File: src/hw/rtl/ptc_pkg.sv
// Package for the pressure/temperature compensation block: calibration
// register indexes, the calibration word struct and the fixed constants.
// No dependencies.
package ptc_pkg;

  localparam int unsigned CAL_W   = 16;
  localparam int unsigned CIDX_W  = 3;
  localparam int unsigned RAW_W   = 24;
  localparam int unsigned TOUT_W  = 15;
  localparam int unsigned PRES_W  = 18;
  localparam int unsigned TEMP_W  = 20;
  localparam int unsigned NSTG    = 7;

  typedef enum logic [CIDX_W-1:0] {
    REG_C1 = 3'd0,
    REG_C2 = 3'd1,
    REG_C3 = 3'd2,
    REG_C4 = 3'd3,
    REG_C5 = 3'd4,
    REG_C6 = 3'd5
  } cal_idx_e;

  typedef struct packed {
    logic [CAL_W-1:0] pressure_sensitivity;
    logic [CAL_W-1:0] pressure_offset;
    logic [CAL_W-1:0] sensitivity_temp_coeff;
    logic [CAL_W-1:0] offset_temp_coeff;
    logic [CAL_W-1:0] reference_temperature;
    logic [CAL_W-1:0] temperature_slope;
  } cal_t;

  localparam logic signed [TEMP_W-1:0] TEMP_REF  = 20'sd2000;
  localparam logic signed [TEMP_W-1:0] TEMP_VLOW = -20'sd1500;
  localparam logic signed [TOUT_W-1:0] TEMP_MIN  = -15'sd4000;
  localparam logic signed [TOUT_W-1:0] TEMP_MAX  = 15'sd8500;

  localparam logic [1:0] T2_LO_K  = 2'd3;
  localparam logic [2:0] T2_HI_K  = 3'd5;
  localparam logic [5:0] OFF2_K   = 6'd61;
  localparam logic [4:0] SENS2_K  = 5'd29;
  localparam logic [4:0] OFF3_K   = 5'd17;
  localparam logic [3:0] SENS3_K  = 4'd9;

endpackage

File: src/hw/rtl/ptc_cal_regs.sv
// Calibration word register file for the compensation block.
// Decodes the plain write port into the six words. Depends on ptc_pkg.
module ptc_cal_regs import ptc_pkg::*; (
  input  logic              clk_i,
  input  logic              rst_ni,
  input  logic              cfg_we_i,
  input  logic [CIDX_W-1:0] cfg_idx_i,
  input  logic [CAL_W-1:0]  cfg_wdata_i,
  output cal_t              cal_o
);

  cal_t cal_d, cal_q;

  always_comb begin
    cal_d = cal_q;
    if (cfg_we_i) begin
      unique case (cal_idx_e'(cfg_idx_i))
        REG_C1:  cal_d.pressure_sensitivity   = cfg_wdata_i;
        REG_C2:  cal_d.pressure_offset        = cfg_wdata_i;
        REG_C3:  cal_d.sensitivity_temp_coeff = cfg_wdata_i;
        REG_C4:  cal_d.offset_temp_coeff      = cfg_wdata_i;
        REG_C5:  cal_d.reference_temperature  = cfg_wdata_i;
        REG_C6:  cal_d.temperature_slope      = cfg_wdata_i;
        default: cal_d = cal_q;
      endcase
    end
  end

  always_ff @(posedge clk_i or negedge rst_ni) begin
    if (!rst_ni) begin
      cal_q <= '0;
    end else begin
      cal_q <= cal_d;
    end
  end

  assign cal_o = cal_q;

endmodule

File: config.mk
export PLATFORM = sky130hd
export DESIGN_NAME = ptc_cal_regs
export DESIGN_NICKNAME = d
export VERILOG_FILES = /design/src/hw/rtl/ptc_pkg.sv /design/src/hw/rtl/ptc_cal_regs.sv
export SDC_FILE = /design/constraint.sdc
export NUM_CORES = 1
export LEC_CHECK = 0
export ABC_AREA = 1
export BUFFER_PORTS_ARGS = -buffer_cell sky130_fd_sc_hd__buf_2
export CAP_MARGIN = 30
export CORE_MARGIN = 2
export CORE_UTILIZATION = 35
export DETAILED_ROUTE_END_ITERATION = 12
export PLACE_DENSITY = 0.59
export RECOVER_POWER = 100
export SYNTH_ARGS = -nofsm -noshare
export SYNTH_HDL_FRONTEND = slang
export SYNTH_SLANG_ARGS = --single-unit
File: constraint.sdc
create_clock -name clk_i -period 1.6 [get_ports clk_i]
set_input_delay 0.32 -clock clk_i [delete_from_list [all_inputs] [get_ports clk_i]]
set_output_delay 0.32 -clock clk_i [all_outputs]
set_load 0.05 [all_outputs]
### Word-level counts from Yosys, hierarchy flattened

Index checks and enable logic that the tools add are counted.

* reduce and logical (&&, ||, !) cells: 7
* eq/ne operators: 5

Operators with widths (count)
* $reduce_and 2->1: 6
* $eq 3x2->1 const B: 2
* $eq 3x3->1 const B: 2
* $eq 3x1->1 const B: 1
* $logic_not 3->1: 1

* input port bits: 22
* logic and storage cells: 18
* output and inout bits: 96
* register bits: 96

### Longest topological paths before layout

Gate-level depths: netlist of the first run.

* depth after elaboration: 2
* gate-level depth with buffers: 6
* mapped depth without buffers: 5

### Least setup slack after synthesis of the first run

No wires, ideal clock.

* path kind: input to register
* from: input port cfg_we_i
* to: register cal_q, in the netlist cal_o[37]
* stages on the path: 6
* slack: 495 ps
* path buffers: 1
* required time: 1482 ps
* library setup time: 118 ps
* data arrival time: 987 ps
* cell sequence: inv_1 nor2_2 nand2_1 buf_2 nand2_1 nand2_1

* word-level cells in the longest chain between the ends: 1

RTL lines
* from (decl): line ptc_cal_regs.sv:6 `input logic cfg_we_i,`
* $reduce_and 2->1 (no source line)
* to (signal assigned): line ptc_cal_regs.sv:33 `cal_q <= cal_d;`
* to (decl): line ptc_cal_regs.sv:12 `cal_t cal_d, cal_q;`

Every way passes these cells.
A chain may end at the register's enable or synchronous reset.

### Worst setup path after layout of the first run

* from: register cal_q, in the netlist cal_o[30]
* to: output port cal_o[30] (netlist name)

RTL lines
* to (decl): line ptc_cal_regs.sv:9 `output cal_t cal_o`

No word-level cell between the ends.

==> results.tsv, run 1 <==
stage	metric	value	unit
run_status	status	finished, final reports clean	
routing	WL/cell	15.5	um
logic_synthesis	Post-Syn Nets	447	
global_routing	largest net degree at the start of global routing	35	
hold_path	Worst Hold Class	input pin to flop	
cells_and_area	Area growth syn-to-layout	25.2	%
place	Placer Congestion	0.760	
setup_path	required time worst endpoint	1.28	ns
sta	fin crit share	0.863	
floorplanning	Die W	108	um
logic_synthesis	Avg Inst Size Synth	8.88	sq um
setup_path	crit-path leading delay family	flip-flops	
routing	Iteration-0 DRC Markers	159	
flow_run	max-cap viol count	0	
place	HPWL after DPL	7640	um
clock_tree	clk sinks	96	
floorplanning	die height	108	um
power	leakage	2.72	nW
power	Flop pwr share	0.426	
cells_and_area	Nets	573	
global_routing	gr usage total	0.193	
logic_synthesis	YS warnings	0	
floorplanning	Initial Utilization	0.362	
logic_synthesis	count of state elements after synthesis	96	
hold_path	WHS Endpoint	cal_o[46]	
floorplanning	IO Count	118	
setup_path	RR Endpoint	cal_o[62]	
hold_path	Hold Path Stages	3	
sta	Highest Clock Rate	724	MHz
clock_tree	CTS H-Tree Depth	3	
cells_and_area	most frequent cells in the layout	nand2_1 (234), clkbuf_2 (97), dfrtp_1 (96), nand3_1 (64), buf_2 (19)	
clock_tree	Reg clk slew, reported paths	0.10	ns
setup_path	CP endpoint kind	output pin	
cells_and_area	max FFs per register	96	
setup_path	R2R Setup Slk	0.94	ns
logic_synthesis	Distinct cells, synth	11	
sta	Least-Margin Pin Slew	0.880	ns
clock_tree	root buf cell	clkbuf_8	
setup_path	crit path buf inv count	1	
global_routing	initial antenna violation count	0	
hold_path	worst hold start	cfg_wdata_i[14]	
floorplanning	CORE AREA	10400	sq um
setup_path	Max stage delay on crit path	0.40	ns
sta	final setup TNS	0	ns
sta	Fin. Hold Viols	0	
setup_path	Startpoint Class	flop	
setup_path	Cell Chain, Critical Path	clkbuf_2	
floorplanning	Rows	37	
setup_path	worst r2r src	cal_o[62]	
power	Logic pwr share	0.373	
sta	slew margin rel.	0.413	
logic_synthesis	Syn Std Cell Area	3770	sq um
routing	via count	3240	
logic_synthesis	Seq/Total Area, Yosys	0.636	
cells_and_area	share of layout cells above drive strength 1	0.268	
routing	drt via density	4.68	
clock_tree	CTS tree	done	
sta	RSZ-0062 raised after global routing	false	
clock_tree	setup bufs post-CTS	0	
routing	DRT antenna net count	0	
routing	DRC violations left	0	
setup_path	Reg2Reg Depth	2	
power	pwr/cell area	1570	nW/um^2
power	Internal Pwr Total	4.01	mW
clock_tree	clk buf depth	2	
routing	DRT Pass-1 Iters	4	
cells_and_area	antenna cell count	0	
setup_path	Setup CP Type	flop to output pin	
setup_path	worst-path fanout max	2	
setup_path	WP depth	1	
clock_tree	clk_lat worst skew	0.36	ns
sta	fin crit period	1.38	ns
global_routing	total grt overflow	0	
power	sw frac	0.459	
routing	DRT Wirelength	10700	um
power	Sw Pwr	3.40	mW
global_routing	vias in the first global route	3038	
sta	Final Setup Violations	0	
cells_and_area	final core utilization	0.454	
setup_path	CP max-delay cell	dfrtp_1	
setup_path	Crit path arrival time	1.06	ns
logic_synthesis	cell count after synthesis	425	
clock_tree	post-CTS sizing	0	
global_routing	first-pass GRT wire length	16900	um
power	maximum vdd drop	0.510	mV
cells_and_area	commonest non-fill, non-tap cell in the layout	nand2_1	
sta	Final Slew Violations	0	
place	Port Buffers	117	
clock_tree	TritonCTS Buffers	9	
power	Clk pwr share	0.201	
sta	clk_skew	0	ns
floorplanning	die area	11600	sq um
## synthesized netlist by cell type, drive strengths merged
cell      n  area (sq um)
inv       6          22.5
nand3    64           320
nor2      6          47.5
dfrtp    96          2400
nand2   234           883
clkbuf    3          11.3
buf      16          87.6
## final cells by class
| class | instances | area (sq um) |
|---|---|---|
| inverter | 6 | 22.5 |
| tap | 136 | 170 |
| fill | 1093 | 5690 |
| sequential | 96 | 2400 |
| clock buffer | 10 | 138 |
| timing repair buffer | 134 | 708 |
| multi-input combinational | 304 | 1240 |
| clock inverter | 6 | 42.5 |
## cell families after synthesis
logic type / after synthesis / synth area share
flops: 96 / 0.636
buf+inv: 25 / 0.0321
simple gates: 304 / 0.331
## metrics by stage
stage	hold WS, ns	std cells	setup WS, ns	total power [mW]	cell area, sq um
6_report	0.256	692	0.219	7.41	4730
3_3_place_gp	0.209	675	0.204	5.98	4580
2_1_floorplan	0.0244	425	0.495	5.20	3770
3_5_place_dp	0.211	675	0.147	6.01	4580
5_1_grt	0.241	692	0.105	7.78	4730
4_1_cts	0.234	692	0.224	7.50	4770
## what timing repair did
item,4_1_cts,5_1_grt
hold buffers,1,0
endpoints found under the hold margin,13,0
endpoints found under the setup margin,0,0
## tightest hold or removal path: stages
cell     delay [ns]
buf_2          0.16
nand2_1        0.08
nand2_1        0.04
## power groups by stage
stage | clock [mW] | combinational, mW | sequential [mW]
after floorplan | 0 | 0.427 | 4.77
after global placement | 0 | 2.79 | 3.19
after detailed placement | 0 | 2.82 | 3.18
after CTS | 1.53 | 2.83 | 3.14
after global routing | 1.63 | 2.94 | 3.21
final | 1.49 | 2.76 | 3.16
## how the worst max path moves through the flow
stage,start,endpoint
3_5_place_dp,cfg_we_i,cal_o[62]
6_report,cal_o[30],cal_o[30]
3_3_place_gp,cfg_idx_i[2],cal_o[26]
5_1_grt,rst_ni,cal_o[65]
4_1_cts,cal_o[29],cal_o[29]
2_1_floorplan,cfg_we_i,cal_o[37]
## per-layer routing
layer,global-route usage,vias up,share of wire
met5,0,-,0
met4,0.0714,0,0.016
met3,0.0381,13,0.047
met2,0.295,90,0.49
met1,0.273,1556,0.45
li1,-,1581,-
Note: power is estimated with default switching activity, not from simulation.
==> inputs of run 2 (changes only) <==
Settings changed: BUFFER_PORTS_ARGS -buffer_cell sky130_fd_sc_hd__buf_2 to default, CORE_UTILIZATION 35 to 65, DONT_BUFFER_PORTS from default to 1, PLACE_DENSITY 0.59 to 0.82.
==> run 2 against run 1 <==
Net effect:
- the flow now finishes with violations (negative hold slack)
- maximum frequency is 1.7% higher
- clock-buffer cell count is 1 higher
- combinational power is 81% lower
- power is 5.9% lower
- die area is 45% lower
- sequential share of layout area is 8.9 points higher
- cell area is 15% lower
- critical path type unchanged
- largest power group unchanged
==> results.tsv, run 2 (synthesis results as in run 1) <==
stage	metric	value	unit
cells_and_area	Nets	447	
clock_tree	setup bufs post-CTS	0	
floorplanning	Initial Utilization	0.677	
global_routing	first-pass GRT wire length	14700	um
place	Placer Congestion	0.816	
global_routing	gr usage total	0.308	
clock_tree	clk_lat worst skew	0.35	ns
hold_path	Worst Hold Class	input pin to async pin	
setup_path	CP endpoint kind	output pin	
setup_path	Reg2Reg Depth	2	
global_routing	largest net degree at the start of global routing	97	
clock_tree	CTS tree	done	
power	maximum vdd drop	0.888	mV
sta	Final Setup Violations	0	
routing	via count	2860	
sta	Least-Margin Pin Slew	0.989	ns
cells_and_area	share of layout cells above drive strength 1	0.0699	
floorplanning	IO Count	118	
routing	DRT Wirelength	9200	um
cells_and_area	Area growth syn-to-layout	6.60	%
floorplanning	Die W	80.2	um
cells_and_area	antenna cell count	0	
routing	WL/cell	18.4	um
power	leakage	2.21	nW
floorplanning	die area	6430	sq um
setup_path	Setup CP Type	flop to output pin	
setup_path	Startpoint Class	flop	
routing	Iteration-0 DRC Markers	269	
power	pwr/cell area	1730	nW/um^2
place	Setup WS pre-CTS	0.333	ns
global_routing	total grt overflow	0	
clock_tree	clk sinks	96	
setup_path	R2R Setup Slk	0.64	ns
global_routing	vias in the first global route	2809	
setup_path	required time worst endpoint	1.28	ns
place	placed insts	486	
routing	DRC violations left	0	
floorplanning	die height	80.2	um
sta	final worst setup slack	0.243	ns
place	Port Buffers	0	
global_routing	global-route met1 utilization	0.411	
power	Logic pwr share	0.074	
global_routing	initial antenna violation count	0	
floorplanning	CORE AREA	5570	sq um
place	HPWL after DPL	6120	um
routing	drt via density	5.71	
clock_tree	root buf cell	clkbuf_8	
setup_path	Crit path arrival time	1.04	ns
flow_run	max-cap viol count	0	
run_status	failing checks	negative hold slack	
sta	WHS	-0.348	ns
place	Placed Area	3830	sq um
floorplanning	Rows	27	
sta	fin crit period	1.36	ns
clock_tree	Reg clk slew, reported paths	0.09	ns
setup_path	worst-path fanout max	2	
clock_tree	clk buf depth	2	
setup_path	RR Endpoint	cal_o[66]	
sta	RSZ-0062 raised after global routing	false	
power	Sw Pwr	3.13	mW
power	sw frac	0.448	
cells_and_area	post-route cell area	4020	sq um
sta	slew margin rel.	0.339	
sta	clk_skew	0	ns
routing	DRT Pass-1 Iters	4	
cells_and_area	most frequent cells in the layout	nand2_1 (233), dfrtp_1 (96), nand3_1 (64), clkbuf_8 (11), buf_4 (8)	
clock_tree	TritonCTS Buffers	9	
sta	Highest Clock Rate	737	MHz
global_routing	busiest grt layer	met2	
cells_and_area	final core utilization	0.722	
power	Flop pwr share	0.694	
sta	Fin. Hold Viols	96	
global_routing	met3 Use GR	0.111	
power	Internal Pwr Total	3.85	mW
sta	Final Slew Violations	0	
power	total power	6.98	mW
cells_and_area	max FFs per register	96	
clock_tree	CTS H-Tree Depth	3	
sta	fin crit share	0.848	
setup_path	WP depth	0	
power	Clk pwr share	0.232	
global_routing	grt met2 use	0.473	
cells_and_area	commonest non-fill, non-tap cell in the layout	nand2_1	
cells_and_area	Final Non-Filler Cells	501	
routing	DRT antenna net count	0	
run_status	status	finished, violations left	
setup_path	worst r2r src	cal_o[66]	
cells_and_area	fillers	431	
sta	final setup TNS	0	ns
[run 2: cell count changes in the layout (fill, tap and decap cells not counted), sizes merged]
cell	previous run	this run
buf	30	8
clkbuf	113	11
bufinv	0	1
dlygate4sd3	1	0
clkinv	4	1
[run 2: power by group through the flow]
| stage | sequential [mW] | combinational (mW) | clock (mW) |
|---|---|---|---|
| after global placement | 4.88 | 0.475 | 0 |
| after detailed placement | 4.89 | 0.523 | 0 |
| final | 4.84 | 0.516 | 1.62 |
| after global routing | 4.90 | 0.615 | 1.72 |
| after CTS | 4.85 | 0.526 | 1.63 |
| after floorplan | 4.77 | 0.427 | 0 |
[run 2: area by class of cell]
class | instances | area [sq um] | area share
clock inverters | 4 | 53.8 | 0.0134
flip-flops and latches | 96 | 2400 | 0.597
repair buffers | 8 | 60.1 | 0.0149
clock buffers | 11 | 151 | 0.0376
well taps | 72 | 90.1 | 0.0224
multi-input cells | 304 | 1240 | 0.309
inverters | 6 | 22.5 | 0.00560
[run 2: worst max path at each step]
stage	to	from
2_1_floorplan	cal_o[37]	cfg_we_i
3_3_place_gp	cal_o[32]	cfg_we_i
3_5_place_dp	cal_o[95]	cfg_we_i
4_1_cts	cal_o[94]	cal_o[94]
5_1_grt	cal_o[4]	cfg_idx_i[1]
6_report	cal_o[94]	cal_o[94]
[run 2: what timing repair did]
action	CTS	global route
hold endpoints to repair	96	96
resized for setup	0	0
setup endpoints to repair	0	0
[run 2: routing by layer]
| metal | wire (um) | part of all wire |
|---|---|---|
| met5 | 0 | 0 |
| met4 | 125 | 0.014 |
| met3 | 1030 | 0.11 |
| met2 | 4480 | 0.49 |
| met1 | 3570 | 0.39 |
==> inputs of run 3 (changes only) <==
Settings changed: ABC_AREA 1 to 0, CORE_UTILIZATION 65 to 62, PLACE_DENSITY 0.82 to 0.79.
Clock period 1.6 ns to 1.4 ns, I/O delays scaled along.
==> run 3 against run 2 <==
Net effect:
- the run still ends with negative hold slack left
- cell area down 2.4%
- worst hold slack worse by 0.037 ns
- combinational power up 34%
- wire length down 22%
- worst setup slack worse by 0.14 ns
- non-clock buffer count up 2
- first-iteration DRC count down 75%
- sequential share of layout area up 1.4 points
- critical path type unchanged
==> results.tsv, run 3 <==
stage	metric	value	unit
routing	DRC violations left	0	
setup_path	Setup CP Type	flop to output pin	
sta	RSZ-0062 raised after global routing	false	
sta	Fin. Hold Viols	96	
flow_run	max-cap viol count	0	
cells_and_area	most frequent cells in the layout	dfrtp_1 (96), mux2_2 (95), clkbuf_8 (11), buf_4 (5)	
sta	Final Setup Violations	0	
clock_tree	Reg clk slew, reported paths	0.09	ns
sta	WHS	-0.385	ns
logic_synthesis	largest cells by area after synthesis	dfrtp_1 (65%), mux2_2 (29%), buf_6 (2.1%)	
sta	fin crit share	0.926	
place	Placer Congestion	0.761	
setup_path	Crit path arrival time	1.02	ns
routing	via count	1779	
setup_path	worst-path fanout max	2	
floorplanning	IO Count	118	
logic_synthesis	YS warnings	0	
sta	fin crit period	1.30	ns
setup_path	RR Endpoint	cal_o[46]	
setup_path	Reg2Reg Depth	1	
logic_synthesis	Avg Inst Size Synth	17.7	sq um
clock_tree	clk_lat worst skew	0.35	ns
power	maximum vdd drop	1.16	mV
setup_path	Startpoint Class	flop	
logic_synthesis	Syn Std Cell Area	3680	sq um
run_status	failing checks	negative hold slack	
sta	clk_skew	0	ns
routing	DRT Wirelength	7170	um
sta	Final Slew Violations	0	
floorplanning	die height	81.0	um
power	total power	8.32	mW
cells_and_area	Nets	241	
setup_path	worst r2r src	cal_o[46]	
logic_synthesis	count of state elements after synthesis	96	
floorplanning	die area	6570	sq um
setup_path	R2R Setup Slk	0.34	ns
clock_tree	post-CTS sizing	0	
global_routing	largest net degree at the start of global routing	97	
place	Port Buffers	0	
routing	WL/cell	24.0	um
logic_synthesis	synth cell count leaders	dfrtp_1 (96), mux2_2 (95), buf_6 (7)	
logic_synthesis	share of the synthesized area in the top cell type	0.653	
clock_tree	clk sinks	96	
routing	Iteration-0 DRC Markers	66	
power	leakage	1.71	nW
global_routing	first-pass GRT wire length	10800	um
routing	drt via density	5.95	
power	pwr/cell area	2120	nW/um^2
clock_tree	setup bufs post-CTS	0	
cells_and_area	antenna cell count	0	
setup_path	crit path from	cal_o[66]	
setup_path	CP endpoint kind	output pin	
logic_synthesis	most frequent cell after synthesis	dfrtp_1	
logic_synthesis	Seq/Total Area, Yosys	0.653	
setup_path	critical path endpoint	cal_o[66]	
run_status	status	finished, violations left	
clock_tree	TritonCTS Buffers	9	
clock_tree	root buf cell	clkbuf_8	
clock_tree	CTS H-Tree Depth	3	
cells_and_area	Area growth syn-to-layout	6.80	%
routing	DRT Pass-1 Iters	3	
logic_synthesis	cell count after synthesis	208	
global_routing	total grt overflow	0	
floorplanning	Initial Utilization	0.633	
floorplanning	Die W	81.0	um
clock_tree	CTS tree	done	
logic_synthesis	number of synthesized flops with an enable pin	0	
global_routing	vias in the first global route	2007	
setup_path	required time worst endpoint	1.12	ns
logic_synthesis	Distinct cells, synth	10	
global_routing	initial antenna violation count	0	
logic_synthesis	ys async rst share	1.00	
cells_and_area	share of layout cells above drive strength 1	0.549	
place	HPWL after DPL	5050	um
logic_synthesis	Post-Syn Nets	230	
sta	slew margin rel.	0.651	
cells_and_area	max FFs per register	96	
logic_synthesis	Top FF cell, synth	dfrtp_1	
cells_and_area	commonest non-fill, non-tap cell in the layout	dfrtp_1	
logic_synthesis	area leader, netlist	dfrtp_1	
setup_path	WP depth	0	
routing	DRT antenna net count	0	
floorplanning	Rows	28	
sta	Highest Clock Rate	772	MHz
global_routing	gr usage total	0.229	
clock_tree	clk buf depth	2	
sta	Least-Margin Pin Slew	0.524	ns
cells_and_area	final core utilization	0.676	
hold_path	Worst Hold Class	input pin to async pin	
floorplanning	CORE AREA	5820	sq um
run 3: kinds of logic after synthesis:
kind of cell / after synthesis / share of synthesized area
mux: 96 / 0.294
flops: 96 / 0.653
buf+inv: 10 / 0.0282
simple gates: 6 / 0.0248
run 3: worst min path at each step:
stage	depth (start not counted)	to	startpoint	slack (ns)
after global placement	0	cal_o[35]	rst_ni	-0.01
after CTS	0	cal_o[3]	rst_ni	-0.40
after global routing	0	cal_o[3]	rst_ni	-0.41
after floorplan	0	cal_o[0]	rst_ni	-0.02
after detailed placement	0	cal_o[3]	rst_ni	-0.01
final	0	cal_o[52]	rst_ni	-0.39
run 3: stage by stage:
step	instance area, sq um	hold WS, ns	TNS, ns	cells	worst slack, ns
3_3_place_gp	3770	-0.0139	0	283	0.141
5_1_grt	3930	-0.407	0	299	0.0642
4_1_cts	3950	-0.401	0	299	0.0790
2_1_floorplan	3680	-0.0156	-0.669	208	-0.0680
6_report	3930	-0.385	0	299	0.104
3_5_place_dp	3770	-0.0144	0	283	0.128
run 3: report_power, final:
part | internal, mW | leakage (nW) | switching [mW]
combinational | 0.472 | 0.471 | 0.220
clock | 0.744 | 0.0886 | 0.896
sequential | 3.34 | 1.15 | 2.65
total | 4.56 | 1.71 | 3.77
run 3: cell type report:
cell class	count	area (sq um)
Tap cell	75	93.8
Multi-Input combinational cell	102	1160
Sequential cell	96	2400
Clock buffer	12	155
Timing Repair Buffer	10	91.3
Fill cell	398	1890
Clock inverter	4	28.8
run 3: routing by layer:
layer	GRT usage	wire (um)
met2	0.379	3580
met1	0.262	2720
met5	0	0
met3	0.0911	739
met4	0.103	125
